**config.mk**
```make
export PLATFORM = sky130hd
export DESIGN_NAME = segment_address_translator_flat
export DESIGN_NICKNAME = d
export VERILOG_FILES = /design/src/rtl/sat_pkg.sv /design/src/rtl/sat_req_if.sv /design/src/rtl/sat_rsp_if.sv /design/src/rtl/sat_cfg_if.sv /design/src/rtl/segment_address_translator.sv /design/src/rtl/sat_front.sv /design/src/rtl/sat_div.sv /design/src/rtl/sat_back.sv /design/src/flat_wrapper.sv
export VERILOG_INCLUDE_DIRS = /design/src /design/src/rtl
export SDC_FILE = /design/constraint.sdc
export NUM_CORES = 2
export LEC_CHECK = 0
export BUFFER_PORTS_ARGS = -buffer_cell sky130_fd_sc_hd__buf_2
export CORE_MARGIN = 10
export CORE_UTILIZATION = 45
export CTS_BUF_LIST = sky130_fd_sc_hd__clkbuf_8
export CTS_CLUSTER_SIZE = 30
export DETAILED_ROUTE_END_ITERATION = 8
export SYNTH_ARGS = -nofsm -noshare
export SYNTH_HDL_FRONTEND = slang
export SYNTH_SLANG_ARGS = --single-unit
```
**constraint.sdc**
```tcl
create_clock -name i_clk -period 14.5 [get_ports i_clk]
set_input_delay 2.175 -clock i_clk [delete_from_list [all_inputs] [get_ports i_clk]]
set_output_delay 2.175 -clock i_clk [all_outputs]
set_load 0.02 [all_outputs]
```
**src/rtl/segment_address_translator_macros.svh**
```systemverilog
// ----------------------------------------------------------------------------
// segment_address_translator_macros
// Assertion helpers for the segment address translator.
// ----------------------------------------------------------------------------
`ifndef SEGMENT_ADDRESS_TRANSLATOR_MACROS_SVH
`define SEGMENT_ADDRESS_TRANSLATOR_MACROS_SVH

`ifndef SYNTHESIS
`define SAT_ASSERT_IMPL(lbl, clk, rst_n, prop, msg) \
    lbl: assert property (@(posedge clk) disable iff (!rst_n) prop) else $error(msg);
`define SAT_ASSERT(lbl, prop, msg) \
    `SAT_ASSERT_IMPL(lbl, i_clk, i_rst_n, prop, msg)
`else
`define SAT_ASSERT_IMPL(lbl, clk, rst_n, prop, msg)
`define SAT_ASSERT(lbl, prop, msg)
`endif

`endif

```
**src/rtl/sat_pkg.sv**
```systemverilog
// ----------------------------------------------------------------------------
// sat_pkg
// Types, constants and helpers shared by the segment address translator.
// ----------------------------------------------------------------------------
package sat_pkg;

    localparam int TABLE_SLOTS   = 16;
    localparam int ADDR_BITS     = 32;
    localparam int SLOT_BITS     = (TABLE_SLOTS > 1) ? $clog2(TABLE_SLOTS) : 1;

    // field widths of the channels
    localparam int SLOT_FIELD_BITS = 4;
    localparam int ID_BITS         = 16;
    localparam int BASE_BITS       = 32;
    localparam int SIZE_BITS       = 16;
    localparam int LA_BITS         = 32;
    localparam int SEGNUM_BITS     = 32;
    localparam int OFFSET_BITS     = 16;
    localparam int STATUS_BITS     = 2;
    localparam int DIVISOR_BITS    = 16;
    localparam logic [DIVISOR_BITS-1:0] MAX_SIZE_RESET = DIVISOR_BITS'(64);

    localparam int DIV_CNT_BITS  = (ADDR_BITS > 1) ? $clog2(ADDR_BITS) : 1;

    localparam int Q_DEPTH       = 2;
    localparam int QPTR_BITS     = (Q_DEPTH > 1) ? $clog2(Q_DEPTH) : 1;
    localparam int QCNT_BITS     = $clog2(Q_DEPTH + 1);

    typedef enum logic {
        OP_WRITE = 1'b0,
        OP_XLATE = 1'b1
    } t_op;

    typedef enum logic [1:0] {
        CLS_4B        = 2'd0,
        CLS_8B        = 2'd1,
        CLS_16B       = 2'd2,
        CLS_UNCHECKED = 2'd3
    } t_class;

    typedef enum logic [STATUS_BITS-1:0] {
        ST_OK     = 2'd0,
        ST_BOUNDS = 2'd1,
        ST_NOSEG  = 2'd2
    } t_status;

    typedef struct packed {
        t_op                        op;
        logic [SLOT_FIELD_BITS-1:0] slot;
        logic                       entry_valid;
        logic [ID_BITS-1:0]         id;
        logic [BASE_BITS-1:0]       base;
        logic [SIZE_BITS-1:0]       size;
        logic [LA_BITS-1:0]         addr;
        t_class                     cls;
    } t_cmd;

    typedef struct packed {
        logic valid;
        t_cmd cmd;
    } t_q2b;

    localparam int BYTES_BITS = 5;

    function automatic logic [BYTES_BITS-1:0] class_bytes(input t_class cls);
        logic [BYTES_BITS-1:0] r;
        unique case (cls)
            CLS_4B:  r = BYTES_BITS'(4);
            CLS_8B:  r = BYTES_BITS'(8);
            CLS_16B: r = BYTES_BITS'(16);
            default: r = '0;
        endcase
        return r;
    endfunction

endpackage

```
**src/rtl/sat_req_if.sv**
```systemverilog
// ----------------------------------------------------------------------------
// sat_req_if
// Request channel: table writes and address translations.
// ----------------------------------------------------------------------------
interface sat_req_if;
    logic                                valid;
    logic                                ready;
    logic                                kind;
    logic [sat_pkg::SLOT_FIELD_BITS-1:0] entry_slot;
    logic                                entry_valid;
    logic [sat_pkg::ID_BITS-1:0]         entry_segment_id;
    logic [sat_pkg::BASE_BITS-1:0]       entry_base;
    logic [sat_pkg::SIZE_BITS-1:0]       entry_size;
    logic [sat_pkg::LA_BITS-1:0]         logical_address;
    logic [1:0]                          access_class;

    modport source (
        output valid, kind, entry_slot, entry_valid, entry_segment_id,
               entry_base, entry_size, logical_address, access_class,
        input  ready
    );
    modport sink (
        input  valid, kind, entry_slot, entry_valid, entry_segment_id,
               entry_base, entry_size, logical_address, access_class,
        output ready
    );
endinterface

```
**src/rtl/sat_rsp_if.sv**
```systemverilog
// ----------------------------------------------------------------------------
// sat_rsp_if
// Response channel: translated address and status.
// ----------------------------------------------------------------------------
interface sat_rsp_if;
    logic                            valid;
    logic                            ready;
    logic [sat_pkg::BASE_BITS-1:0]   physical_address;
    logic [sat_pkg::SEGNUM_BITS-1:0] segment_number;
    logic [sat_pkg::OFFSET_BITS-1:0] segment_offset;
    logic [sat_pkg::STATUS_BITS-1:0] status;

    modport source (
        output valid, physical_address, segment_number, segment_offset, status,
        input  ready
    );
    modport sink (
        input  valid, physical_address, segment_number, segment_offset, status,
        output ready
    );
endinterface

```
**src/rtl/sat_cfg_if.sv**
```systemverilog
// ----------------------------------------------------------------------------
// sat_cfg_if
// Configuration write channel for the maximum segment size.
// ----------------------------------------------------------------------------
interface sat_cfg_if;
    logic                             valid;
    logic                             ready;
    logic [sat_pkg::DIVISOR_BITS-1:0] data;

    modport source (output valid, data, input ready);
    modport sink   (input valid, data, output ready);
endinterface

```
**src/rtl/segment_address_translator.sv**
```systemverilog
// ----------------------------------------------------------------------------
// segment_address_translator
// Segment table with logical to physical address translation.
// ----------------------------------------------------------------------------
//  channel   dir  handshake       payload
//  i_req     in   valid / ready   kind, entry_*, logical_address, access_class
//  o_rsp     out  valid / ready   physical_address, segment_number,
//                                 segment_offset, status
//  i_cfg     in   valid / ready   data (max segment size)
//
// a table write goes from the dequeue straight to the result register; a
// translation dequeues, runs the bit-serial divider, walks the slots until a
// match or the last slot, then loads the result register once it is free.
// a two-request queue lets requests land while the back end is busy or stalled.
// reset is synchronous and active low; it empties the table and sets the
// segment size to 64.
`include "segment_address_translator_macros.svh"

module segment_address_translator (
    input  logic      i_clk,
    input  logic      i_rst_n,
    sat_req_if.sink   i_req,
    sat_rsp_if.source o_rsp,
    sat_cfg_if.sink   i_cfg
);
    import sat_pkg::*;

    logic [DIVISOR_BITS-1:0] r_max_size;
    logic [DIVISOR_BITS-1:0] w_divisor;
    t_q2b                    w_q;
    logic                    w_pop;

    assign i_cfg.ready = 1'b1;

    always_ff @(posedge i_clk) begin
        if (!i_rst_n) begin
            r_max_size <= MAX_SIZE_RESET;
        end else if (i_cfg.valid && i_cfg.ready) begin
            r_max_size <= i_cfg.data;
        end
    end

    // a zero size divides by one
    assign w_divisor = (r_max_size == '0) ? DIVISOR_BITS'(1) : r_max_size;

    sat_front u_front (
        .i_clk   (i_clk),
        .i_rst_n (i_rst_n),
        .i_req   (i_req),
        .o_q     (w_q),
        .i_pop   (w_pop)
    );

    sat_back u_back (
        .i_clk     (i_clk),
        .i_rst_n   (i_rst_n),
        .i_q       (w_q),
        .o_pop     (w_pop),
        .i_divisor (w_divisor),
        .o_rsp     (o_rsp)
    );

    `SAT_ASSERT(a_divisor_nonzero, w_divisor != '0, "zero divisor")
    `SAT_ASSERT(a_pop_needs_request, w_pop |-> w_q.valid, "dequeue from empty queue")
    `SAT_ASSERT(a_cfg_taken, i_cfg.valid |=> r_max_size == $past(i_cfg.data), "config write lost")

endmodule

```
**src/rtl/sat_front.sv**
```systemverilog
// ----------------------------------------------------------------------------
// sat_front
// Accepts requests, decodes the kind and queues them for the back end.
// ----------------------------------------------------------------------------
`include "segment_address_translator_macros.svh"

module sat_front (
    input  logic          i_clk,
    input  logic          i_rst_n,
    sat_req_if.sink       i_req,
    output sat_pkg::t_q2b o_q,
    input  logic          i_pop
);
    import sat_pkg::*;

    t_cmd                 r_q [Q_DEPTH];
    logic [QPTR_BITS-1:0] r_wp;
    logic [QPTR_BITS-1:0] r_rp;
    logic [QCNT_BITS-1:0] r_count;
    logic                 w_push;
    logic                 w_pop;
    t_cmd                 w_cmd;

    assign i_req.ready = (r_count != QCNT_BITS'(Q_DEPTH));
    assign w_push      = i_req.valid && i_req.ready;
    assign w_pop       = i_pop && (r_count != '0);

    always_comb begin
        w_cmd.op          = i_req.kind ? OP_XLATE : OP_WRITE;
        w_cmd.slot        = i_req.entry_slot;
        w_cmd.entry_valid = i_req.entry_valid;
        w_cmd.id          = i_req.entry_segment_id;
        w_cmd.base        = i_req.entry_base;
        w_cmd.size        = i_req.entry_size;
        w_cmd.addr        = i_req.logical_address;
        w_cmd.cls         = t_class'(i_req.access_class);
    end

    always_ff @(posedge i_clk) begin
        if (!i_rst_n) begin
            r_wp    <= '0;
            r_rp    <= '0;
            r_count <= '0;
        end else begin
            if (w_push) begin
                r_wp <= (r_wp == QPTR_BITS'(Q_DEPTH - 1)) ? '0 : r_wp + 1'b1;
            end
            if (w_pop) begin
                r_rp <= (r_rp == QPTR_BITS'(Q_DEPTH - 1)) ? '0 : r_rp + 1'b1;
            end
            if (w_push && !w_pop) begin
                r_count <= r_count + 1'b1;
            end else if (w_pop && !w_push) begin
                r_count <= r_count - 1'b1;
            end
        end
    end

    always_ff @(posedge i_clk) begin
        if (w_push) begin
            r_q[r_wp] <= w_cmd;
        end
    end

    assign o_q.valid = (r_count != '0);
    assign o_q.cmd   = r_q[r_rp];

    `SAT_ASSERT(a_count_bound, r_count <= QCNT_BITS'(Q_DEPTH), "queue count above depth")
    `SAT_ASSERT(a_count_up, w_push && !w_pop |=> r_count == $past(r_count) + 1'b1, "lost push")
    `SAT_ASSERT(a_ptr_sync, r_count == '0 |-> r_wp == r_rp, "pointers apart on empty queue")

endmodule

```
**src/rtl/sat_div.sv**
```systemverilog
// ----------------------------------------------------------------------------
// sat_div
// Restoring divider, one quotient bit per cycle.
// ----------------------------------------------------------------------------
`include "segment_address_translator_macros.svh"

module sat_div (
    input  logic                                i_clk,
    input  logic                                i_rst_n,
    input  logic                                i_start,
    input  logic [sat_pkg::ADDR_BITS-1:0]       i_dividend,
    input  logic [sat_pkg::DIVISOR_BITS-1:0]    i_divisor,
    output logic                                o_done,
    output logic [sat_pkg::ADDR_BITS-1:0]       o_quotient,
    output logic [sat_pkg::DIVISOR_BITS-1:0]    o_remainder
);
    import sat_pkg::*;

    logic                    r_busy;
    logic                    r_done;
    logic [DIV_CNT_BITS-1:0] r_cnt;
    logic [ADDR_BITS-1:0]    r_quo;
    logic [DIVISOR_BITS-1:0] r_rem;
    logic [DIVISOR_BITS-1:0] r_div;
    logic [DIVISOR_BITS:0]   w_trial;
    logic [DIVISOR_BITS+1:0] w_diff;
    logic                    w_borrow;

    assign w_trial  = {r_rem, r_quo[ADDR_BITS-1]};
    assign w_diff   = {1'b0, w_trial} - {2'b00, r_div};
    assign w_borrow = w_diff[DIVISOR_BITS+1];

    always_ff @(posedge i_clk) begin
        if (!i_rst_n) begin
            r_busy <= 1'b0;
            r_done <= 1'b0;
            r_cnt  <= '0;
        end else begin
            r_done <= 1'b0;
            if (i_start) begin
                r_busy <= 1'b1;
                r_cnt  <= DIV_CNT_BITS'(ADDR_BITS - 1);
            end else if (r_busy) begin
                r_cnt <= r_cnt - 1'b1;
                if (r_cnt == '0) begin
                    r_busy <= 1'b0;
                    r_done <= 1'b1;
                end
            end
        end
    end

    always_ff @(posedge i_clk) begin
        if (i_start) begin
            r_quo <= i_dividend;
            r_rem <= '0;
            r_div <= i_divisor;
        end else if (r_busy) begin
            r_quo <= {r_quo[ADDR_BITS-2:0], ~w_borrow};
            // remainder stays below the divisor, so the trial fits one extra bit
            r_rem <= w_borrow ? w_trial[DIVISOR_BITS-1:0] : w_diff[DIVISOR_BITS-1:0];
        end
    end

    assign o_done      = r_done;
    assign o_quotient  = r_quo;
    assign o_remainder = r_rem;

    `SAT_ASSERT(a_rem_below_div, r_done |-> r_rem < r_div, "remainder not below divisor")
    `SAT_ASSERT(a_no_restart, i_start |-> !r_busy, "divider started while busy")
    `SAT_ASSERT(a_done_idle, r_done |-> !r_busy, "done while still busy")

endmodule

```
**src/rtl/sat_back.sv**
```systemverilog
// ----------------------------------------------------------------------------
// sat_back
// Executes queued requests: table writes, divide, slot search, result register.
// ----------------------------------------------------------------------------
`include "segment_address_translator_macros.svh"

module sat_back (
    input  logic                             i_clk,
    input  logic                             i_rst_n,
    input  sat_pkg::t_q2b                    i_q,
    output logic                             o_pop,
    input  logic [sat_pkg::DIVISOR_BITS-1:0] i_divisor,
    sat_rsp_if.source                        o_rsp
);
    import sat_pkg::*;

    typedef enum logic [1:0] {
        S_IDLE,
        S_DIV,
        S_SRCH,
        S_DONE
    } t_state;

    // segment table
    logic                 r_slot_valid [TABLE_SLOTS];
    logic [ID_BITS-1:0]   r_slot_id    [TABLE_SLOTS];
    logic [BASE_BITS-1:0] r_slot_base  [TABLE_SLOTS];
    logic [SIZE_BITS-1:0] r_slot_size  [TABLE_SLOTS];

    t_state                  r_state;
    logic [SLOT_BITS-1:0]    r_idx;
    logic                    r_is_write;
    logic                    r_found;
    t_class                  r_cls;
    logic [ADDR_BITS-1:0]    r_segnum;
    logic [OFFSET_BITS-1:0]  r_offset;
    logic [BASE_BITS-1:0]    r_hit_base;
    logic [SIZE_BITS-1:0]    r_hit_size;

    logic                    r_out_valid;
    logic [BASE_BITS-1:0]    r_out_phys;
    logic [SEGNUM_BITS-1:0]  r_out_segnum;
    logic [OFFSET_BITS-1:0]  r_out_offset;
    t_status                 r_out_status;

    logic                    w_div_start;
    logic                    w_div_done;
    logic [ADDR_BITS-1:0]    w_quo;
    logic [DIVISOR_BITS-1:0] w_rem;
    logic                    w_match;
    logic                    w_out_free;
    logic                    w_tbl_we;
    logic [BASE_BITS-1:0]    w_phys;
    logic [SIZE_BITS:0]      w_end;
    t_status                 w_status;

    sat_div u_div (
        .i_clk       (i_clk),
        .i_rst_n     (i_rst_n),
        .i_start     (w_div_start),
        .i_dividend  (ADDR_BITS'(i_q.cmd.addr)),
        .i_divisor   (i_divisor),
        .o_done      (w_div_done),
        .o_quotient  (w_quo),
        .o_remainder (w_rem)
    );

    assign o_pop       = (r_state == S_IDLE) && i_q.valid;
    assign w_div_start = o_pop && (i_q.cmd.op == OP_XLATE);
    assign w_tbl_we    = o_pop && (i_q.cmd.op == OP_WRITE) &&
                         (32'(i_q.cmd.slot) < TABLE_SLOTS);
    assign w_out_free  = !r_out_valid || o_rsp.ready;

    // numbers wider than an id never match
    assign w_match = r_slot_valid[r_idx] &&
                     ({{ADDR_BITS{1'b0}}, r_slot_id[r_idx]} == {{ID_BITS{1'b0}}, r_segnum});

    always_comb begin
        w_phys = r_found ? (r_hit_base + BASE_BITS'(r_offset)) : '0;
        w_end  = (SIZE_BITS+1)'(r_offset) + (SIZE_BITS+1)'(class_bytes(r_cls));
        if (r_is_write) begin
            w_status = ST_OK;
        end else if (!r_found) begin
            w_status = ST_NOSEG;
        end else if (r_cls != CLS_UNCHECKED && w_end > {1'b0, r_hit_size}) begin
            w_status = ST_BOUNDS;
        end else begin
            w_status = ST_OK;
        end
    end

    always_ff @(posedge i_clk) begin
        if (!i_rst_n) begin
            for (int i = 0; i < TABLE_SLOTS; i++) begin
                r_slot_valid[i] <= 1'b0;
            end
        end else if (w_tbl_we) begin
            r_slot_valid[SLOT_BITS'(i_q.cmd.slot)] <= i_q.cmd.entry_valid;
        end
    end

    always_ff @(posedge i_clk) begin
        if (w_tbl_we) begin
            r_slot_id[SLOT_BITS'(i_q.cmd.slot)]   <= i_q.cmd.id;
            r_slot_base[SLOT_BITS'(i_q.cmd.slot)] <= i_q.cmd.base;
            r_slot_size[SLOT_BITS'(i_q.cmd.slot)] <= i_q.cmd.size;
        end
    end

    always_ff @(posedge i_clk) begin
        if (!i_rst_n) begin
            r_state     <= S_IDLE;
            r_out_valid <= 1'b0;
        end else begin
            // in S_DONE the result register is reloaded below instead
            if (r_out_valid && o_rsp.ready && r_state != S_DONE) begin
                r_out_valid <= 1'b0;
            end
            unique case (r_state)
                S_IDLE: begin
                    if (i_q.valid) begin
                        r_is_write <= (i_q.cmd.op == OP_WRITE);
                        r_found    <= 1'b0;
                        r_cls      <= i_q.cmd.cls;
                        r_segnum   <= '0;
                        r_offset   <= '0;
                        r_state    <= (i_q.cmd.op == OP_WRITE) ? S_DONE : S_DIV;
                    end
                end
                S_DIV: begin
                    if (w_div_done) begin
                        r_segnum <= w_quo;
                        r_offset <= OFFSET_BITS'(w_rem);
                        r_idx    <= '0;
                        r_state  <= S_SRCH;
                    end
                end
                S_SRCH: begin
                    if (w_match) begin
                        r_found    <= 1'b1;
                        r_hit_base <= r_slot_base[r_idx];
                        r_hit_size <= r_slot_size[r_idx];
                        r_state    <= S_DONE;
                    end else if (r_idx == SLOT_BITS'(TABLE_SLOTS - 1)) begin
                        r_state <= S_DONE;
                    end else begin
                        r_idx <= r_idx + 1'b1;
                    end
                end
                S_DONE: begin
                    if (w_out_free) begin
                        r_out_valid  <= 1'b1;
                        r_out_phys   <= w_phys;
                        r_out_segnum <= SEGNUM_BITS'(r_segnum);
                        r_out_offset <= r_offset;
                        r_out_status <= w_status;
                        r_state      <= S_IDLE;
                    end
                end
                default: begin
                    r_state <= S_IDLE;
                end
            endcase
        end
    end

    assign o_rsp.valid            = r_out_valid;
    assign o_rsp.physical_address = r_out_phys;
    assign o_rsp.segment_number   = r_out_segnum;
    assign o_rsp.segment_offset   = r_out_offset;
    assign o_rsp.status           = r_out_status;

    `SAT_ASSERT(a_noseg_zero, r_out_valid && r_out_status == ST_NOSEG |-> r_out_phys == '0, "address on a miss")
    `SAT_ASSERT(a_div_to_srch, r_state == S_DIV && w_div_done |=> r_state == S_SRCH, "search skipped")
    `SAT_ASSERT(a_offset_range, r_out_valid |-> r_out_offset < i_divisor, "offset not below divisor")
    `SAT_ASSERT(a_found_hit, r_state == S_DONE && r_found |-> !r_is_write, "hit flagged on a table write")

endmodule

```
**src/flat_wrapper.sv**
```systemverilog
// flat-port wrapper written by rule: the top's interface ports become plain ports
module segment_address_translator_flat import sat_pkg::*;
  (i_clk, i_rst_n, i_req_valid, i_req_kind, i_req_entry_slot, i_req_entry_valid, i_req_entry_segment_id, i_req_entry_base, i_req_entry_size, i_req_logical_address, i_req_access_class, i_req_ready, o_rsp_valid, o_rsp_physical_address, o_rsp_segment_number, o_rsp_segment_offset, o_rsp_status, o_rsp_ready, i_cfg_valid, i_cfg_data, i_cfg_ready);
  sat_req_if i_req_i ();
  sat_rsp_if o_rsp_i ();
  sat_cfg_if i_cfg_i ();
  input  logic i_clk;
  input  logic i_rst_n;
  input wire logic [$bits(i_req_i.valid)-1:0] i_req_valid;
  input wire logic [$bits(i_req_i.kind)-1:0] i_req_kind;
  input wire logic [$bits(i_req_i.entry_slot)-1:0] i_req_entry_slot;
  input wire logic [$bits(i_req_i.entry_valid)-1:0] i_req_entry_valid;
  input wire logic [$bits(i_req_i.entry_segment_id)-1:0] i_req_entry_segment_id;
  input wire logic [$bits(i_req_i.entry_base)-1:0] i_req_entry_base;
  input wire logic [$bits(i_req_i.entry_size)-1:0] i_req_entry_size;
  input wire logic [$bits(i_req_i.logical_address)-1:0] i_req_logical_address;
  input wire logic [$bits(i_req_i.access_class)-1:0] i_req_access_class;
  output wire logic [$bits(i_req_i.ready)-1:0] i_req_ready;
  output wire logic [$bits(o_rsp_i.valid)-1:0] o_rsp_valid;
  output wire logic [$bits(o_rsp_i.physical_address)-1:0] o_rsp_physical_address;
  output wire logic [$bits(o_rsp_i.segment_number)-1:0] o_rsp_segment_number;
  output wire logic [$bits(o_rsp_i.segment_offset)-1:0] o_rsp_segment_offset;
  output wire logic [$bits(o_rsp_i.status)-1:0] o_rsp_status;
  input wire logic [$bits(o_rsp_i.ready)-1:0] o_rsp_ready;
  input wire logic [$bits(i_cfg_i.valid)-1:0] i_cfg_valid;
  input wire logic [$bits(i_cfg_i.data)-1:0] i_cfg_data;
  output wire logic [$bits(i_cfg_i.ready)-1:0] i_cfg_ready;
  assign i_req_i.valid = i_req_valid;
  assign i_req_i.kind = i_req_kind;
  assign i_req_i.entry_slot = i_req_entry_slot;
  assign i_req_i.entry_valid = i_req_entry_valid;
  assign i_req_i.entry_segment_id = i_req_entry_segment_id;
  assign i_req_i.entry_base = i_req_entry_base;
  assign i_req_i.entry_size = i_req_entry_size;
  assign i_req_i.logical_address = i_req_logical_address;
  assign i_req_i.access_class = i_req_access_class;
  assign i_req_ready = i_req_i.ready;
  assign o_rsp_valid = o_rsp_i.valid;
  assign o_rsp_physical_address = o_rsp_i.physical_address;
  assign o_rsp_segment_number = o_rsp_i.segment_number;
  assign o_rsp_segment_offset = o_rsp_i.segment_offset;
  assign o_rsp_status = o_rsp_i.status;
  assign o_rsp_i.ready = o_rsp_ready;
  assign i_cfg_i.valid = i_cfg_valid;
  assign i_cfg_i.data = i_cfg_data;
  assign i_cfg_ready = i_cfg_i.ready;
  segment_address_translator u_core (.i_clk(i_clk), .i_rst_n(i_rst_n), .i_req(i_req_i), .o_rsp(o_rsp_i), .i_cfg(i_cfg_i));
endmodule
```
==> flow_summary.yaml <==
run_status:
  outcome: "completed"
final_layout:
  mostFrequentLayoutCells: "1,466 x sky130_fd_sc_hd__edfxtp_1, 253 x sky130_fd_sc_hd__mux2i_1, 243 x sky130_fd_sc_hd__clkbuf_8"
  fin_util: 0.509
  synth_to_layout_area_growth_pct: 12.3
  drive_gt1_frac: 0.224
  final_net_count: 3884
  number_of_inserted_filler_cells_in_the_final_layout: 11000
  mostFrequentLayoutCell: "sky130_fd_sc_hd__edfxtp_1"
power:
  worst_vdd_rail_ir_drop_mv: 0.0893
  power.net_switching_w: 0.00350
  power.combinational.fraction: 0.217
  leakage_nw: 23.2
  internal_power_w: 0.00815
  cellPowerDensity_mw_per_mm2: 171
  pwr-share-clk: 0.279
  seq_power_share: 0.505
  power.share.switching: 0.300
clock_network:
  htree_levels: 4
  cts.hold.buffers_added: 0
  cts.reportedPaths.clkPinSlew_ns: 0.06
  clock_latency_ns: 0.95
  numClockSinks: 1533
  clk_root_buffer_cell: "sky130_fd_sc_hd__clkbuf_8"
  cts_post_setup_buffers_inserted: 0
  number_of_clock_buffers_inserted_by_tritoncts: 236
  cts_max_path_buffers: 3
  postCtsResizedCells: 0
  tritoncts: "done"
timing:
  fin_worst_hold_slack_ns: 0.452
  maxSlewHeadroom: 0.222
  period_share: 0.347
  max_freq_mhz: 199
  setup_violations: 0
  tightestPinTransition_ns: 1.16
  grt_setup_unrepaired: "no"
  final_max_slew_viol_count: 0
  min_period_ns: 5.03
  setup-tns-final_ns: 0
  skew_ns: 0.0562
  final_hold_viol_count: 0
min_path:
  worst_hold_path.endpoint: "u_core.u_back.o_rsp.segment_number[28]$_DFFE_PP_"
  launch_point_of_the_worst_hold_path: "u_core.u_back.r_segnum[28]$_SDFFCE_PN0P_"
  worstHoldPathType: "register to register"
  holdPathStages: 0
routing:
  drt.antenna.violating_nets: 0
  via_per_inst: 5.51
  num_vias: 31200
  post-route-drc-count: 0
  firstDrtPassIters: 5
  wirelength_mm: 143
  drt-wirelength-per-cell_um: 25.2
  detailedRoute.firstIterationViolations: 2574
floorplan:
  fp.dieW_um: 387
  floorplan.io_pins: 210
  die_height_um: 387
  fp.dieArea_mm2: 0.150
  std_cell_rows: 134
  initial_core_util: 0.453
  core-area_mm2: 0.133
critical_path:
  worst_r2r_path_depth: 10
  timing.critical_path.required_ns: 15.05
  crit_arrival_ns: 5.59
  timing.critical_path.to_type: "register"
  critical_path_peak_fanout: 48
  start_kind: "register"
  timing.reg2reg.setup_slack_ns: 9.47
  worstReg2RegEnd: "u_core.u_back.r_hit_base[22]$_DFFE_PP_"
  path_class: "register to register"
synth:
  yosys.cell_types.count: 75
  synth_fa_ha_area_frac: 0.0132
  synth-xor-area-share: 0.00926
  post_synth_instance_area_mm2: 0.0605
  synth_compound_area_frac: 0.0484
  synth.ff_latch_count: 1533
  post_synth.cell_area_avg_um2: 18.0
  synth_nets: 3541
  yosysWarnings: 0
  basic_gate_share_of_the_synthesized_area_counting_and_or_nand_and_nor_cells: 0.0376
  synthesis.instances: 3354
  yosys-mux-area-fraction: 0.126
  synth-async-reset-ratio: 0
  synth-seq-area-share: 0.750
  synth_edf_count: 1466
  synth_flop_cell: "sky130_fd_sc_hd__edfxtp_1"
  main_combinational_cell_family_by_area_after_synthesis: "multiplexers"
global_route:
  gr-total-overflow: 0
  grt_antenna_before_repair: 15
  grt_first_pass_wirelength_mm: 210
  grtUsageTotal: 0.187
  grt_start_max_net_pins: 100
  via_count_of_the_first_global_routing_pass: 31800
flow_run:
  maxCapViolCount: 0
placed_design:
  gp_congestion: 0.764
  port-buffer-count: 208
  hpwlAfterDp_mm: 80.2
-- worst max-delay path: stages (launching register included) --
cell,delay [ns]
sky130_fd_sc_hd__dfxtp_4,0.50
sky130_fd_sc_hd__buf_4,0.78
sky130_fd_sc_hd__mux4_1,0.65
sky130_fd_sc_hd__mux2i_1,0.23
sky130_fd_sc_hd__xnor2_1,0.11
sky130_fd_sc_hd__nor4_2,0.34
sky130_fd_sc_hd__nor2_1,0.08
sky130_fd_sc_hd__or4_1,0.50
sky130_fd_sc_hd__or4_1,0.67
sky130_fd_sc_hd__nor3_4,0.17
sky130_fd_sc_hd__buf_4,0.52
-- cells in the mapped netlist (10+ instances only) --
cell type | count | area share
sky130_fd_sc_hd__nand2_1 | 136 | 0.0084
sky130_fd_sc_hd__and2_1 | 55 | 0.0057
sky130_fd_sc_hd__a221oi_1 | 50 | 0.0072
sky130_fd_sc_hd__mux2_2 | 117 | 0.022
sky130_fd_sc_hd__mux4_1 | 14 | 0.0061
sky130_fd_sc_hd__or3b_2 | 12 | 0.0017
sky130_fd_sc_hd__nor3_1 | 27 | 0.0022
sky130_fd_sc_hd__clkbuf_1 | 112 | 0.0069
sky130_fd_sc_hd__o21a_1 | 16 | 0.0020
sky130_fd_sc_hd__xor2_1 | 25 | 0.0036
sky130_fd_sc_hd__or3_1 | 11 | 0.0011
sky130_fd_sc_hd__a31oi_1 | 14 | 0.0014
sky130_fd_sc_hd__dfxtp_1 | 67 | 0.022
sky130_fd_sc_hd__inv_1 | 63 | 0.0039
sky130_fd_sc_hd__ha_1 | 59 | 0.012
sky130_fd_sc_hd__nand4_1 | 10 | 0.0010
sky130_fd_sc_hd__edfxtp_1 | 1466 | 0.73
sky130_fd_sc_hd__o21ai_0 | 186 | 0.015
sky130_fd_sc_hd__nor2_1 | 115 | 0.0071
sky130_fd_sc_hd__buf_2 | 10 | 0.00083
sky130_fd_sc_hd__a22oi_1 | 48 | 0.0060
sky130_fd_sc_hd__a21oi_1 | 87 | 0.0072
sky130_fd_sc_hd__nand2b_1 | 18 | 0.0019
sky130_fd_sc_hd__xnor2_1 | 39 | 0.0056
sky130_fd_sc_hd__mux2i_1 | 253 | 0.042
sky130_fd_sc_hd__buf_1 | 33 | 0.0020
sky130_fd_sc_hd__a21o_1 | 14 | 0.0017
sky130_fd_sc_hd__nand3_1 | 12 | 0.00099
sky130_fd_sc_hd__mux4_2 | 151 | 0.056
sky130_fd_sc_hd__nor2b_1 | 18 | 0.0019
-- state kept, by name (all words and copies together), names as in the netlist, 32 cells and up, named ones only --
name and cells:
u_core.u_front.r_q 208, u_core.u_back.r_slot_id 256, u_core.u_back.r_hit_base 32, u_core.u_back.o_rsp.physical_address 32, u_core.u_back.o_rsp.segment_number 32, u_core.u_back.r_slot_base 512, u_core.u_back.u_div.o_quotient 32, u_core.u_back.r_segnum 32
u_core.u_back.r_slot_size 256
-- power groups by stage --
stage | sequential [W] | combinational, W | clock, W
global route | 0.00592 | 0.00277 | 0.00354
floorplan | 0.00588 | 0.00180 | 0
finish | 0.00588 | 0.00253 | 0.00325
detailed placement | 0.00597 | 0.00254 | 0
global placement | 0.00596 | 0.00250 | 0
CTS | 0.00589 | 0.00255 | 0.00334
-- cells by family after synthesis --
logic type | count (synthesis)
flops | 1533
mux | 535
compound gates | 468
simple gates | 457
buf+inv | 234
xor+xnor | 64
fa+ha+maj | 62
other cells | 1
-- metal layers --
layer  vias up  wire length, µm  GRT usage  part of all wire
met5         -               73          0           0.00051
met4        12             3090     0.0587             0.022
met3       238             9370     0.0407             0.066
met2       994            66400      0.293              0.47
met1     15900            63800      0.260              0.45
li1      14000                -          -                 -
-- through the flow --
stage	instance area (µm²)	total power, W	worst slack, ns	cells
2_1_floorplan	60500	0.00768	7.34	3354
4_1_cts	68000	0.0118	9.38	5659
6_report	68000	0.0117	9.47	5668
3_5_place_dp	63700	0.00851	9.40	5227
5_1_grt	68000	0.0122	9.12	5663
3_3_place_gp	63700	0.00846	9.37	5227
-- final cells by class --
class,instances,area [µm²],area share
flip-flops and latches,1533,45400,0.667
multi-input cells,1587,14400,0.211
clock buffers,243,3340,0.0492
well taps,1768,2210,0.0325
repair buffers,273,1540,0.0227
clock inverters,189,890,0.0131
inverters,66,248,0.00364
diodes,9,22.5,0.000331
-- worst max path at each step --
| stage | start | to | slack [ns] | cells past startpoint |
|---|---|---|---|---|
| floorplan | i_req_valid | u_core.u_front.r_q[0][0]$_DFFE_PP_ | 7.34 | 2 |
| global placement | register | u_core.u_back.r_hit_base[24]$_DFFE_PP_ | 9.37 | 10 |
| detailed placement | register | u_core.u_back.r_hit_base[21]$_DFFE_PP_ | 9.40 | 10 |
| CTS | register | u_core.u_back.r_hit_size[5]$_DFFE_PP_ | 9.38 | 10 |
| global route | register | u_core.u_back.r_hit_size[5]$_DFFE_PP_ | 9.12 | 10 |
| finish | register | u_core.u_back.r_hit_base[22]$_DFFE_PP_ | 9.47 | 10 |
Power figures use the tool's default switching activity.
